**config.mk**
```make
export PLATFORM = sky130hd
export DESIGN_NAME = pi_controller_conditional_antiwindup_unit_flat
export DESIGN_NICKNAME = d
export VERILOG_FILES = /design/src/design/pica_pkg.sv /design/src/design/pica_if.sv /design/src/design/pica_sermul.sv /design/src/design/pi_controller_conditional_antiwindup_unit.sv /design/src/flat_wrapper.sv
export SDC_FILE = /design/constraint.sdc
export NUM_CORES = 1
export LEC_CHECK = 0
export ABC_AREA = 0
export BUFFER_PORTS_ARGS = -buffer_cell sky130_fd_sc_hd__buf_2
export CAP_MARGIN = 20
export CORE_UTILIZATION = 66
export CTS_CLUSTER_SIZE = 40
export DETAILED_ROUTE_END_ITERATION = 10
export PLACE_DENSITY = 0.87
export REMOVE_ABC_BUFFERS = 1
export SYNTH_ARGS = -nofsm -noshare
export SYNTH_HDL_FRONTEND = slang
export SYNTH_HIERARCHICAL = 1
export SYNTH_SLANG_ARGS = --single-unit
```
**constraint.sdc**
```tcl
create_clock -name clk -period 6.52 [get_ports clk]
set_clock_uncertainty 0.2 [all_clocks]
set_input_delay 1.304 -clock clk [delete_from_list [all_inputs] [get_ports clk]]
set_output_delay 1.304 -clock clk [all_outputs]
set_load 0.01 [all_outputs]
```
**src/design/pica_pkg.sv**
```systemverilog
// Package for the PI controller with conditional-integration anti-windup.
// Holds the widths, formats, register codes and FSM states shared by all files.
// No dependencies.
`default_nettype none

package pica_pkg;

  // Signal format: signed, SIGNAL_WIDTH bits, 16 fraction bits.
  localparam int SIGNAL_WIDTH = 32;

  // Gain format: unsigned Q8.24.
  localparam int GAIN_W    = 32;
  localparam int GAIN_FRAC = 24;

  // Error is one bit wider than a signal, error plus integrator two bits wider.
  localparam int ERR_W = SIGNAL_WIDTH + 1;
  localparam int SUM_W = SIGNAL_WIDTH + 2;

  // Serial multiplier operand and floor-shifted product widths.
  localparam int MUL_X_W = SUM_W;
  localparam int MUL_W   = MUL_X_W + 1 + GAIN_W - GAIN_FRAC;
  localparam int CNT_W   = $clog2(GAIN_W + 1);

  // Configuration port.
  localparam int CFG_INDEX_W = 1;
  localparam int CFG_DATA_W  = GAIN_W;

  typedef logic signed [SIGNAL_WIDTH-1:0] sig_t;
  typedef logic [GAIN_W-1:0]              gain_t;

  localparam sig_t SIG_MAX = {1'b0, {(SIGNAL_WIDTH-1){1'b1}}};
  localparam sig_t SIG_MIN = {1'b1, {(SIGNAL_WIDTH-1){1'b0}}};

  typedef enum logic [CFG_INDEX_W-1:0] {
    REG_P_GAIN = 1'b0,
    REG_KI_TS  = 1'b1
  } cfg_reg_t;

  typedef enum logic [2:0] {
    ST_IDLE,
    ST_INT_START,
    ST_INT_WAIT,
    ST_P_START,
    ST_P_WAIT,
    ST_OUT
  } state_t;

endpackage

`default_nettype wire

```
**src/design/pica_if.sv**
```systemverilog
// Valid/ready channel interfaces for the controller's tick and result streams.
// Depends on pica_pkg for the signal type.
`default_nettype none

interface pica_in_if;
  import pica_pkg::*;

  logic valid;
  logic ready;
  sig_t reference;
  sig_t feedback;
  sig_t upper_limit;
  sig_t lower_limit;

  modport source (output valid, output reference, output feedback,
                  output upper_limit, output lower_limit, input ready);
  modport sink   (input valid, input reference, input feedback,
                  input upper_limit, input lower_limit, output ready);
endinterface

interface pica_out_if;
  import pica_pkg::*;

  logic valid;
  logic ready;
  sig_t drive;
  logic clamped;

  modport source (output valid, output drive, output clamped, input ready);
  modport sink   (input valid, input drive, input clamped, output ready);
endinterface

`default_nettype wire

```
**src/design/pica_sermul.sv**
```systemverilog
// Serial-parallel multiplier: signed operand times unsigned Q8.24 gain, one gain
// bit per cycle, product shifted right by 24 with floor rounding.
// Depends on pica_pkg.
`default_nettype none

module pica_sermul (
  input  wire logic                              clk,
  input  wire logic                              rst,
  input  wire logic                              start,
  input  wire logic signed [pica_pkg::MUL_X_W-1:0] x,
  input  wire pica_pkg::gain_t                   g,
  output logic                                   done,
  output logic signed [pica_pkg::MUL_W-1:0]      product
);
  import pica_pkg::*;

  logic signed [MUL_X_W-1:0] x_reg;
  logic signed [MUL_X_W:0]   hi;
  gain_t                     lo;
  logic [CNT_W-1:0]          cnt;
  logic signed [MUL_X_W:0]   addend;
  logic signed [MUL_X_W:0]   psum;

  // Add the operand when the current gain bit is set.
  always_comb begin
    addend = lo[0] ? (MUL_X_W+1)'(x_reg) : '0;
    psum   = hi + addend;
  end

  // Step counter and completion pulse.
  always_ff @(posedge clk) begin
    if (rst) begin
      cnt  <= '0;
      done <= 1'b0;
    end else begin
      done <= (cnt == CNT_W'(1));
      if (start) begin
        cnt <= CNT_W'(GAIN_W);
      end else if (cnt != '0) begin
        cnt <= cnt - CNT_W'(1);
      end
    end
  end

  // Partial product: the high half accumulates, the low half shifts out gain bits
  // and takes in product bits.
  always_ff @(posedge clk) begin
    if (start) begin
      hi    <= '0;
      lo    <= g;
      x_reg <= x;
    end else if (cnt != '0) begin
      hi <= psum >>> 1;
      lo <= {psum[0], lo[GAIN_W-1:1]};
    end
  end

  // Dropping the 24 low bits of a two's complement product is a floor shift.
  assign product = {hi, lo[GAIN_W-1:GAIN_FRAC]};

endmodule

`default_nettype wire

```
**src/design/pi_controller_conditional_antiwindup_unit.sv**
```systemverilog
// PI controller with conditional-integration anti-windup, one control tick per transaction.
// Each tick runs through the integral product states (skipped while the integrator is frozen),
// then the proportional product states and ST_OUT; the next tick is accepted only back in ST_IDLE.
// Both gain products run through one shared serial multiplier at one gain bit per cycle.
// Synchronous active-high reset clears the gains, integrator and clamp flag.
// Depends on pica_pkg, pica_if and pica_sermul.
`default_nettype none

module pi_controller_conditional_antiwindup_unit (
  input  wire logic                                 clk,
  input  wire logic                                 rst,
  input  wire logic                                 cfg_write,
  input  wire logic [pica_pkg::CFG_INDEX_W-1:0]     cfg_index,
  input  wire logic [pica_pkg::CFG_DATA_W-1:0]      cfg_data,
  pica_in_if.sink                                   sample,
  pica_out_if.source                                result
);
  import pica_pkg::*;

  state_t state;
  state_t state_next;

  gain_t p_gain;
  gain_t ki_ts;
  sig_t  integrator;
  logic  last_clamped;

  logic signed [ERR_W-1:0] err;
  sig_t                    upper;
  sig_t                    lower;

  logic out_valid;
  sig_t out_drive;
  logic out_clamped;

  logic                      mul_start;
  logic signed [MUL_X_W-1:0] mul_x;
  gain_t                     mul_g;
  logic                      mul_done;
  logic signed [MUL_W-1:0]   mul_result;

  logic signed [MUL_W-1:0] acc;
  sig_t                    integ_sat;
  logic signed [SUM_W-1:0] sum;
  logic signed [MUL_W-1:0] up_ext;
  logic signed [MUL_W-1:0] low_ext;
  sig_t                    drv;
  logic                    clmp;
  logic                    out_free;
  logic                    accept;

  // Configuration registers.
  always_ff @(posedge clk) begin
    if (rst) begin
      p_gain <= '0;
      ki_ts  <= '0;
    end else if (cfg_write) begin
      case (cfg_reg_t'(cfg_index))
        REG_P_GAIN: p_gain <= cfg_data;
        REG_KI_TS:  ki_ts  <= cfg_data;
        default: ;
      endcase
    end
  end

  assign accept   = sample.valid && sample.ready;
  assign out_free = !out_valid || result.ready;

  // Shared serial multiplier.
  pica_sermul u_mul (
    .clk     (clk),
    .rst     (rst),
    .start   (mul_start),
    .x       (mul_x),
    .g       (mul_g),
    .done    (mul_done),
    .product (mul_result)
  );

  // Integrator update with saturation to the signal range.
  always_comb begin
    acc = MUL_W'(integrator) + mul_result;
    if (acc > MUL_W'(SIG_MAX)) begin
      integ_sat = SIG_MAX;
    end else if (acc < MUL_W'(SIG_MIN)) begin
      integ_sat = SIG_MIN;
    end else begin
      integ_sat = acc[SIGNAL_WIDTH-1:0];
    end
  end

  // Error plus integrator feeds the proportional product.
  assign sum = SUM_W'(err) + SUM_W'(integrator);

  // Clamp the raw output; the upper limit is tested first.
  always_comb begin
    up_ext  = MUL_W'(upper);
    low_ext = MUL_W'(lower);
    if (mul_result >= up_ext) begin
      drv  = upper;
      clmp = (mul_result != up_ext);
    end else if (mul_result <= low_ext) begin
      drv  = lower;
      clmp = (mul_result != low_ext);
    end else begin
      drv  = mul_result[SIGNAL_WIDTH-1:0];
      clmp = 1'b0;
    end
  end

  // State register.
  always_ff @(posedge clk) begin
    if (rst) begin
      state <= ST_IDLE;
    end else begin
      state <= state_next;
    end
  end

  // Next state and multiplier operand selection.
  always_comb begin
    state_next = state;
    mul_start  = 1'b0;
    mul_x      = sum;
    mul_g      = p_gain;
    case (state)
      ST_IDLE: begin
        if (accept) begin
          state_next = last_clamped ? ST_P_START : ST_INT_START;
        end
      end
      ST_INT_START: begin
        mul_start  = 1'b1;
        mul_x      = SUM_W'(err);
        mul_g      = ki_ts;
        state_next = ST_INT_WAIT;
      end
      ST_INT_WAIT: begin
        if (mul_done) begin
          state_next = ST_P_START;
        end
      end
      ST_P_START: begin
        mul_start  = 1'b1;
        state_next = ST_P_WAIT;
      end
      ST_P_WAIT: begin
        if (mul_done) begin
          state_next = ST_OUT;
        end
      end
      ST_OUT: begin
        if (out_free) begin
          state_next = ST_IDLE;
        end
      end
      default: state_next = ST_IDLE;
    endcase
  end

  // Ticks are refused while reset is held.
  assign sample.ready = (state == ST_IDLE) && !rst;

  // Tick operands.
  always_ff @(posedge clk) begin
    if (accept) begin
      err   <= ERR_W'(sample.reference) - ERR_W'(sample.feedback);
      upper <= sample.upper_limit;
      lower <= sample.lower_limit;
    end
  end

  // Controller state: the integrator moves only when the last tick was not clamped.
  always_ff @(posedge clk) begin
    if (rst) begin
      integrator   <= '0;
      last_clamped <= 1'b0;
    end else begin
      if (state == ST_INT_WAIT && mul_done) begin
        integrator <= integ_sat;
      end
      if (state == ST_OUT && out_free) begin
        last_clamped <= clmp;
      end
    end
  end

  // Output register, loaded when the previous result has been taken.
  always_ff @(posedge clk) begin
    if (rst) begin
      out_valid <= 1'b0;
    end else if (state == ST_OUT && out_free) begin
      out_valid <= 1'b1;
    end else if (result.ready) begin
      out_valid <= 1'b0;
    end
  end

  always_ff @(posedge clk) begin
    if (state == ST_OUT && out_free) begin
      out_drive   <= drv;
      out_clamped <= clmp;
    end
  end

  assign result.valid   = out_valid;
  assign result.drive   = out_drive;
  assign result.clamped = out_clamped;

  // The multiplier only finishes while the sequencer waits on it.
  a_done_in_wait: assert property (@(posedge clk) disable iff (rst)
    mul_done |-> (state == ST_INT_WAIT || state == ST_P_WAIT))
    else $error("multiplier finished outside a wait state");

  // Integration only runs after an unclamped tick.
  a_integ_enabled: assert property (@(posedge clk) disable iff (rst)
    (state == ST_INT_START) |-> !last_clamped)
    else $error("integrating while the last tick was clamped");

  // The integrator holds except at the end of the integral product.
  a_integ_hold: assert property (@(posedge clk) disable iff (rst)
    !(state == ST_INT_WAIT && mul_done) |=> $stable(integrator))
    else $error("integrator changed outside its update");

  // An accepted tick always starts a multiplication next.
  a_accept_starts: assert property (@(posedge clk) disable iff (rst)
    accept |=> (state == ST_INT_START || state == ST_P_START))
    else $error("accepted tick did not start a multiplication");

endmodule

`default_nettype wire

```
**src/flat_wrapper.sv**
```systemverilog
// flat-port wrapper written by rule: the top's interface ports become plain ports
module pi_controller_conditional_antiwindup_unit_flat import pica_pkg::*;
  (clk, rst, cfg_write, cfg_index, cfg_data, sample_valid, sample_reference, sample_feedback, sample_upper_limit, sample_lower_limit, sample_ready, result_valid, result_drive, result_clamped, result_ready);
  pica_in_if sample_i ();
  pica_out_if result_i ();
  input  wire logic clk;
  input  wire logic rst;
  input  wire logic cfg_write;
  input  wire logic [pica_pkg::CFG_INDEX_W-1:0] cfg_index;
  input  wire logic [pica_pkg::CFG_DATA_W-1:0] cfg_data;
  input wire logic [$bits(sample_i.valid)-1:0] sample_valid;
  input wire logic [$bits(sample_i.reference)-1:0] sample_reference;
  input wire logic [$bits(sample_i.feedback)-1:0] sample_feedback;
  input wire logic [$bits(sample_i.upper_limit)-1:0] sample_upper_limit;
  input wire logic [$bits(sample_i.lower_limit)-1:0] sample_lower_limit;
  output wire logic [$bits(sample_i.ready)-1:0] sample_ready;
  output wire logic [$bits(result_i.valid)-1:0] result_valid;
  output wire logic [$bits(result_i.drive)-1:0] result_drive;
  output wire logic [$bits(result_i.clamped)-1:0] result_clamped;
  input wire logic [$bits(result_i.ready)-1:0] result_ready;
  assign sample_i.valid = sample_valid;
  assign sample_i.reference = sample_reference;
  assign sample_i.feedback = sample_feedback;
  assign sample_i.upper_limit = sample_upper_limit;
  assign sample_i.lower_limit = sample_lower_limit;
  assign sample_ready = sample_i.ready;
  assign result_valid = result_i.valid;
  assign result_drive = result_i.drive;
  assign result_clamped = result_i.clamped;
  assign result_i.ready = result_ready;
  pi_controller_conditional_antiwindup_unit u_core (.clk(clk), .rst(rst), .cfg_write(cfg_write), .cfg_index(cfg_index), .cfg_data(cfg_data), .sample(sample_i), .result(result_i));
endmodule
```
* Word-level counts from Yosys, hierarchy flattened *
Index checks and enable logic that the tools add are counted.

word-level totals
  register bits after elaboration = 338
  input port bits = 166

operators by class
  $add $sub $neg = 5
  $lt $le $gt $ge = 4
  eq/ne operators = 12
  mux-type cells = 22
  bitwise operators = 1
  reduce and logical (&&, ||, !) cells = 16

operators by type and width
  cell                  count
  $mux 32               7
  $ne 42x32->1          2
  $add 32x42->43        1
  $gt 43x32->1 const B  1
  $lt 43x32->1 const B  1
  $ge 42x32->1          1
  $le 42x32->1          1
  $add 34x35->35        1
  $mux 35               1
  $add 33x32->34        1
  $mux 34               1
  $sub 32x32->33        1
  $pmux 3 s6            1
  $mux 3                4
  $mux 6                2
  $eq 3x2->1 const B    2
  $eq 3x3->1 const B    2
  $eq 6x1->1 const B    1
  $reduce_bool 6->1     1
  $sub 6x1->6 const B   1
  $mux 1                5
  $logic_and 1x1->1     4
  $ne 2x1->1 const B    2
  $ne 2x2->1 const B    2
  other kinds (10)      14

* Depth between registers and ports, before layout *
  word-level depth = 5
  mapped depth = 17

* Cells and area by module *
The synthesis kept the hierarchy.

by module, submodules not included
  module                                     times used  cells an instance  area an instance (sq um)  seq. area each (sq um)
  pi_controller_conditional_antiwindup_unit  1           1931               17151.4                   5925.7
  pica_sermul                                1           578                6065.8                    2802.7

* Least setup slack after synthesis *
No wires, ideal clock.

  path type = input to register
  start = input rst
  end = register u_core.err[0] (enable)
  library setup time = 0.466 ns
  data arrival time = 4.055 ns
  required time = 5.854 ns
  slack = 1.799 ns
  stages = 2
  path buffers = 0
  cell sequence = nor4_1 > and2_1

on the way
  word-level cells in the longest chain between the ends = 3

ends and longest elaborated chain
  element                 line                                              RTL
  start: declaration      flat_wrapper.sv:7                                 input wire logic rst;
  $logic_not 1->1         pi_controller_conditional_antiwindup_unit.sv:162  assign sample.ready = (state == ST_IDLE) && !rst;
  $logic_and 1x1->1       pi_controller_conditional_antiwindup_unit.sv:162
  $logic_and 1x1->1       pi_controller_conditional_antiwindup_unit.sv:66   assign accept = sample.valid && sample.ready;
  net u_core.accept       pi_controller_conditional_antiwindup_unit.sv:50   logic accept;
  end signal: assignment  pi_controller_conditional_antiwindup_unit.sv:167  err <= ERR_W'(sample.reference) - ERR_W'(sample.feedback);
  end: declaration        pi_controller_conditional_antiwindup_unit.sv:28   logic signed [ERR_W-1:0] err;

The timed path passes the listed nets, and every way through them passes these cells.
A chain may end at the register's enable or synchronous reset.

* Final worst setup path *
  start = register u_core.u_mul.lo[24]
  end = register u_core.integrator[28]

on the way
  word-level cells in the longest chain between the ends = 4
  elaborated cells between the ends (all ways) = 5
  classes of those cells = add/sub: 1; order compare: 2; mux: 2

ends and longest elaborated chain
  element                   line                                              RTL
  start: declaration        pica_sermul.sv:19                                 gain_t lo;
  start signal: assignment  pica_sermul.sv:50                                 lo <= g;
  start signal: assignment  pica_sermul.sv:54                                 lo <= {psum[0], lo[GAIN_W-1:1]};
  $add 32x42->43 (*)        pi_controller_conditional_antiwindup_unit.sv:82   acc = MUL_W'(integrator) + mul_result;
  $lt 43x32->1              pi_controller_conditional_antiwindup_unit.sv:85   end else if (acc < MUL_W'(SIG_MIN)) begin
  $mux 32                   pi_controller_conditional_antiwindup_unit.sv:85
  $mux 32 (*)               pi_controller_conditional_antiwindup_unit.sv:83   if (acc > MUL_W'(SIG_MAX)) begin
  end signal: assignment    pi_controller_conditional_antiwindup_unit.sv:180  integrator <= integ_sat;
  end: declaration          pi_controller_conditional_antiwindup_unit.sv:25   sig_t integrator;

Every way passes the cells marked *; elsewhere a longest branch is shown, timed or not.

==> metrics <==
die extent in y=190 um; Post-CTS Setup Bufs=0; area grow syn2layout=10.8%; max incr delay on CP=0.53 ns; Final Hold Fails=0; Congestion Overflow GR=0; n_diodes=0; PwrDens=366 nW/um^2; Mapped Cells=2,509; crit path kind=register to register; measured slew at the worst slew-check pin=1.08 ns; routability congestion estimate from global placement=0.955; pin count of the biggest net entering global routing=99; number of global-route vias before repair=19.5k; post-CTS sizing=0; Detail Route Antenna Nets=0; number of flops mapped to enable cells by yosys=196; layout cell share with drive strength beyond 1=15.9%; CTS HTree Levels=2; Peak VDD IR=0.268 mV; clock slew at reported path FFs=0.06 ns; status=finished clean; crit path from=u_core/u_mul/lo[24]; Final #Nets=3,050; origin of the critical flop-to-flop path=u_core/u_mul/lo[24]; CTS Sinks=338; dpl cells=3,065; top cells by area, synth=edfxtp_1 25%, ha_1 12%, dfxtp_1 12%, nand2_1 5.4%, a21oi_1 5.3%; initial antenna violation count=0; final setup fails=0; Avg Cell Area, Syn=9.25 sq um; Tcrit/Tclk final=74.8%; routed vias/inst=6.37; Starting DRT DRC Count=1,522; Synth Warn #=6; hold path startpoint=u_core/ki_ts[29]; most common cell in the netlist=nand2_1; Slew Limit Fails=0; largest area contributor in the netlist=edfxtp_1; Synth cell types=96; top-area cell type share of the netlist area=25.4%; Fmax=0.205 GHz; slowest CP cell=edfxtp_1; DRC viols=0; HPWL Detailed=43.9 mm; RSZ-0062 raised after global routing=no; leakage power=11.4 nW; worst endpoint required time=6.76 ns; root buf cell=clkbuf_16; clock tree buffer depth=3; I/O pins=201; synthesized cell area=23,200 sq um; Worst-Skew Late Latency=0.54 ns; Hold Crit Class=register to register; Post-synth top cells=335 x nand2_1, 245 x a21oi_1, 229 x ha_1, 196 x edfxtp_1, 149 x inv_1; DIE WIDTH=190 um; worst path arrival time=5.12 ns; synthesis-stage register bit count=338; Final TNS setup=0 ns; GRT Util Overall=34.0%; First-pass DRT Iterations=5; via count=20.0k; largest fanout on the critical path=31; Pwr Total=9.41 mW; Hold Buf Count CTS=0; Fill cells=2,469; first-pass GRT wire length=98.8 mm; Synth Flop Type=edfxtp_1; DIE AREA=35,900 sq um; Post-synth ARST share=0%; max-cap viol count=0; final WL=61.4 mm; CP Cell Sequence=ha_1 > inv_1 > fa_1 > nand2b_1 > a21o_1 > a21oi_1 > a31o_2 > a21oi_4 > a21oi_1 > xor2_1 > o2111ai_1 > or4_4 > o41ai_4 > buf_4 > nand2_1 > a211oi_2; WHS=0.253 ns; crit path time final=4.88 ns; Slew Limit Headroom=27.8%; Initial Util=67.2%; Post-Layout Cell Count=3,136; CTS Buf Count=38; number of port buffers=200; sequential share of the synthesized area=37.6%; Worst Setup End Kind=register; CTS tree=built; DR WL/cell=19.6 um; Crit path top cell by count=a21oi_1; Setup crit start kind=register; row count=68; core box area=34,500 sq um
[area by class of cell]
type / count / area (sq um) / area share, %
inverter: 151 / 567 / 2.20
tap: 455 / 569 / 2.21
multi-input combinational: 1899 / 13400 / 51.9
clock buffer: 53 / 1090 / 4.24
sequential: 338 / 8730 / 33.9
clock inverter: 17 / 215 / 0.837
timing repair buffer: 223 / 1190 / 4.64
[power by group]
group / internal (mW) / leakage [nW] / switching [mW]
clock network: 1.34 / 0.638 / 0.890
logic: 1.65 / 7.77 / 2.36
registers: 2.71 / 3.02 / 0.464
[metal layers]
metal / up-vias / wire [um] / global-route usage, %
li1: 9441 / - / -
met1: 9344 / 26000 / 45.6
met5: - / 0 / 0
met2: 1038 / 28000 / 55.7
met3: 164 / 5040 / 4.96
met4: 0 / 2250 / 13.0
[worst max-delay path, delay by kind of cell, from the launching register on]
| kind | cells | cell delay [ns] |
|---|---|---|
| buf+inv | 2 | 0.45 |
| xor+xnor | 1 | 0.26 |
| fa+ha+maj | 2 | 0.70 |
| compound gates | 8 | 1.74 |
| flops | 1 | 0.53 |
| simple gates | 3 | 0.87 |
[cells by family (layout without fill, tap and decap cells)]
family / Yosys count / after routing / share of synthesized area, %
flops: 338 / 338 / 37.6
mux: 85 / 85 / 4.10
fa+ha+maj: 233 / 233 / 12.7
buf+inv: 272 / 444 / 4.98
compound gates: 777 / 777 / 22.3
xor+xnor: 119 / 119 / 4.49
simple gates: 685 / 685 / 13.9
[worst paths after layout]
| check | endpoint | slack [ns] | depth (start not counted) |
|---|---|---|---|
| worst max-delay path | u_core/integrator[28] | 1.64 | 16 |
| worst min-delay path | u_core/ki_ts[29] | 0.25 | 2 |
| worst max register to register | u_core/integrator[28] | 1.64 | 16 |
| worst min register to register | u_core/ki_ts[29] | 0.25 | 2 |
[placed cells by master, fill, tap and decap left out, types with 10 or more instances in the layout]
master,instances
nand2_1,334
a21oi_1,244
ha_1,229
buf_2,199
edfxtp_1,196
inv_1,149
dfxtp_1,142
a21o_1,118
nor2_1,111
o21ai_0,105
mux2_2,80
xnor2_1,74
o22ai_1,65
a211oi_1,47
xor2_1,45
and2_1,43
clkbuf_16,40
nand3_1,34
nand4_1,31
o21a_1,25
nand2b_1,24
buf_4,22
a211oi_2,20
o21bai_1,17
o22a_1,17
nor3_1,16
nor2b_1,14
o31ai_1,14
a31oi_1,14
nor4_1,12
o211ai_1,12
and3_1,10
[stage by stage]
step	util [%]	setup slack (ns)	instance area [sq um]
finish	74.5	1.64	25700
global placement	70.6	1.55	24400
global route	74.5	1.26	25700
detailed placement	70.7	1.32	24400
CTS	74.4	1.70	25700
floorplan	-	-2.60	22600
Note: power is estimated with default switching activity, not from simulation.
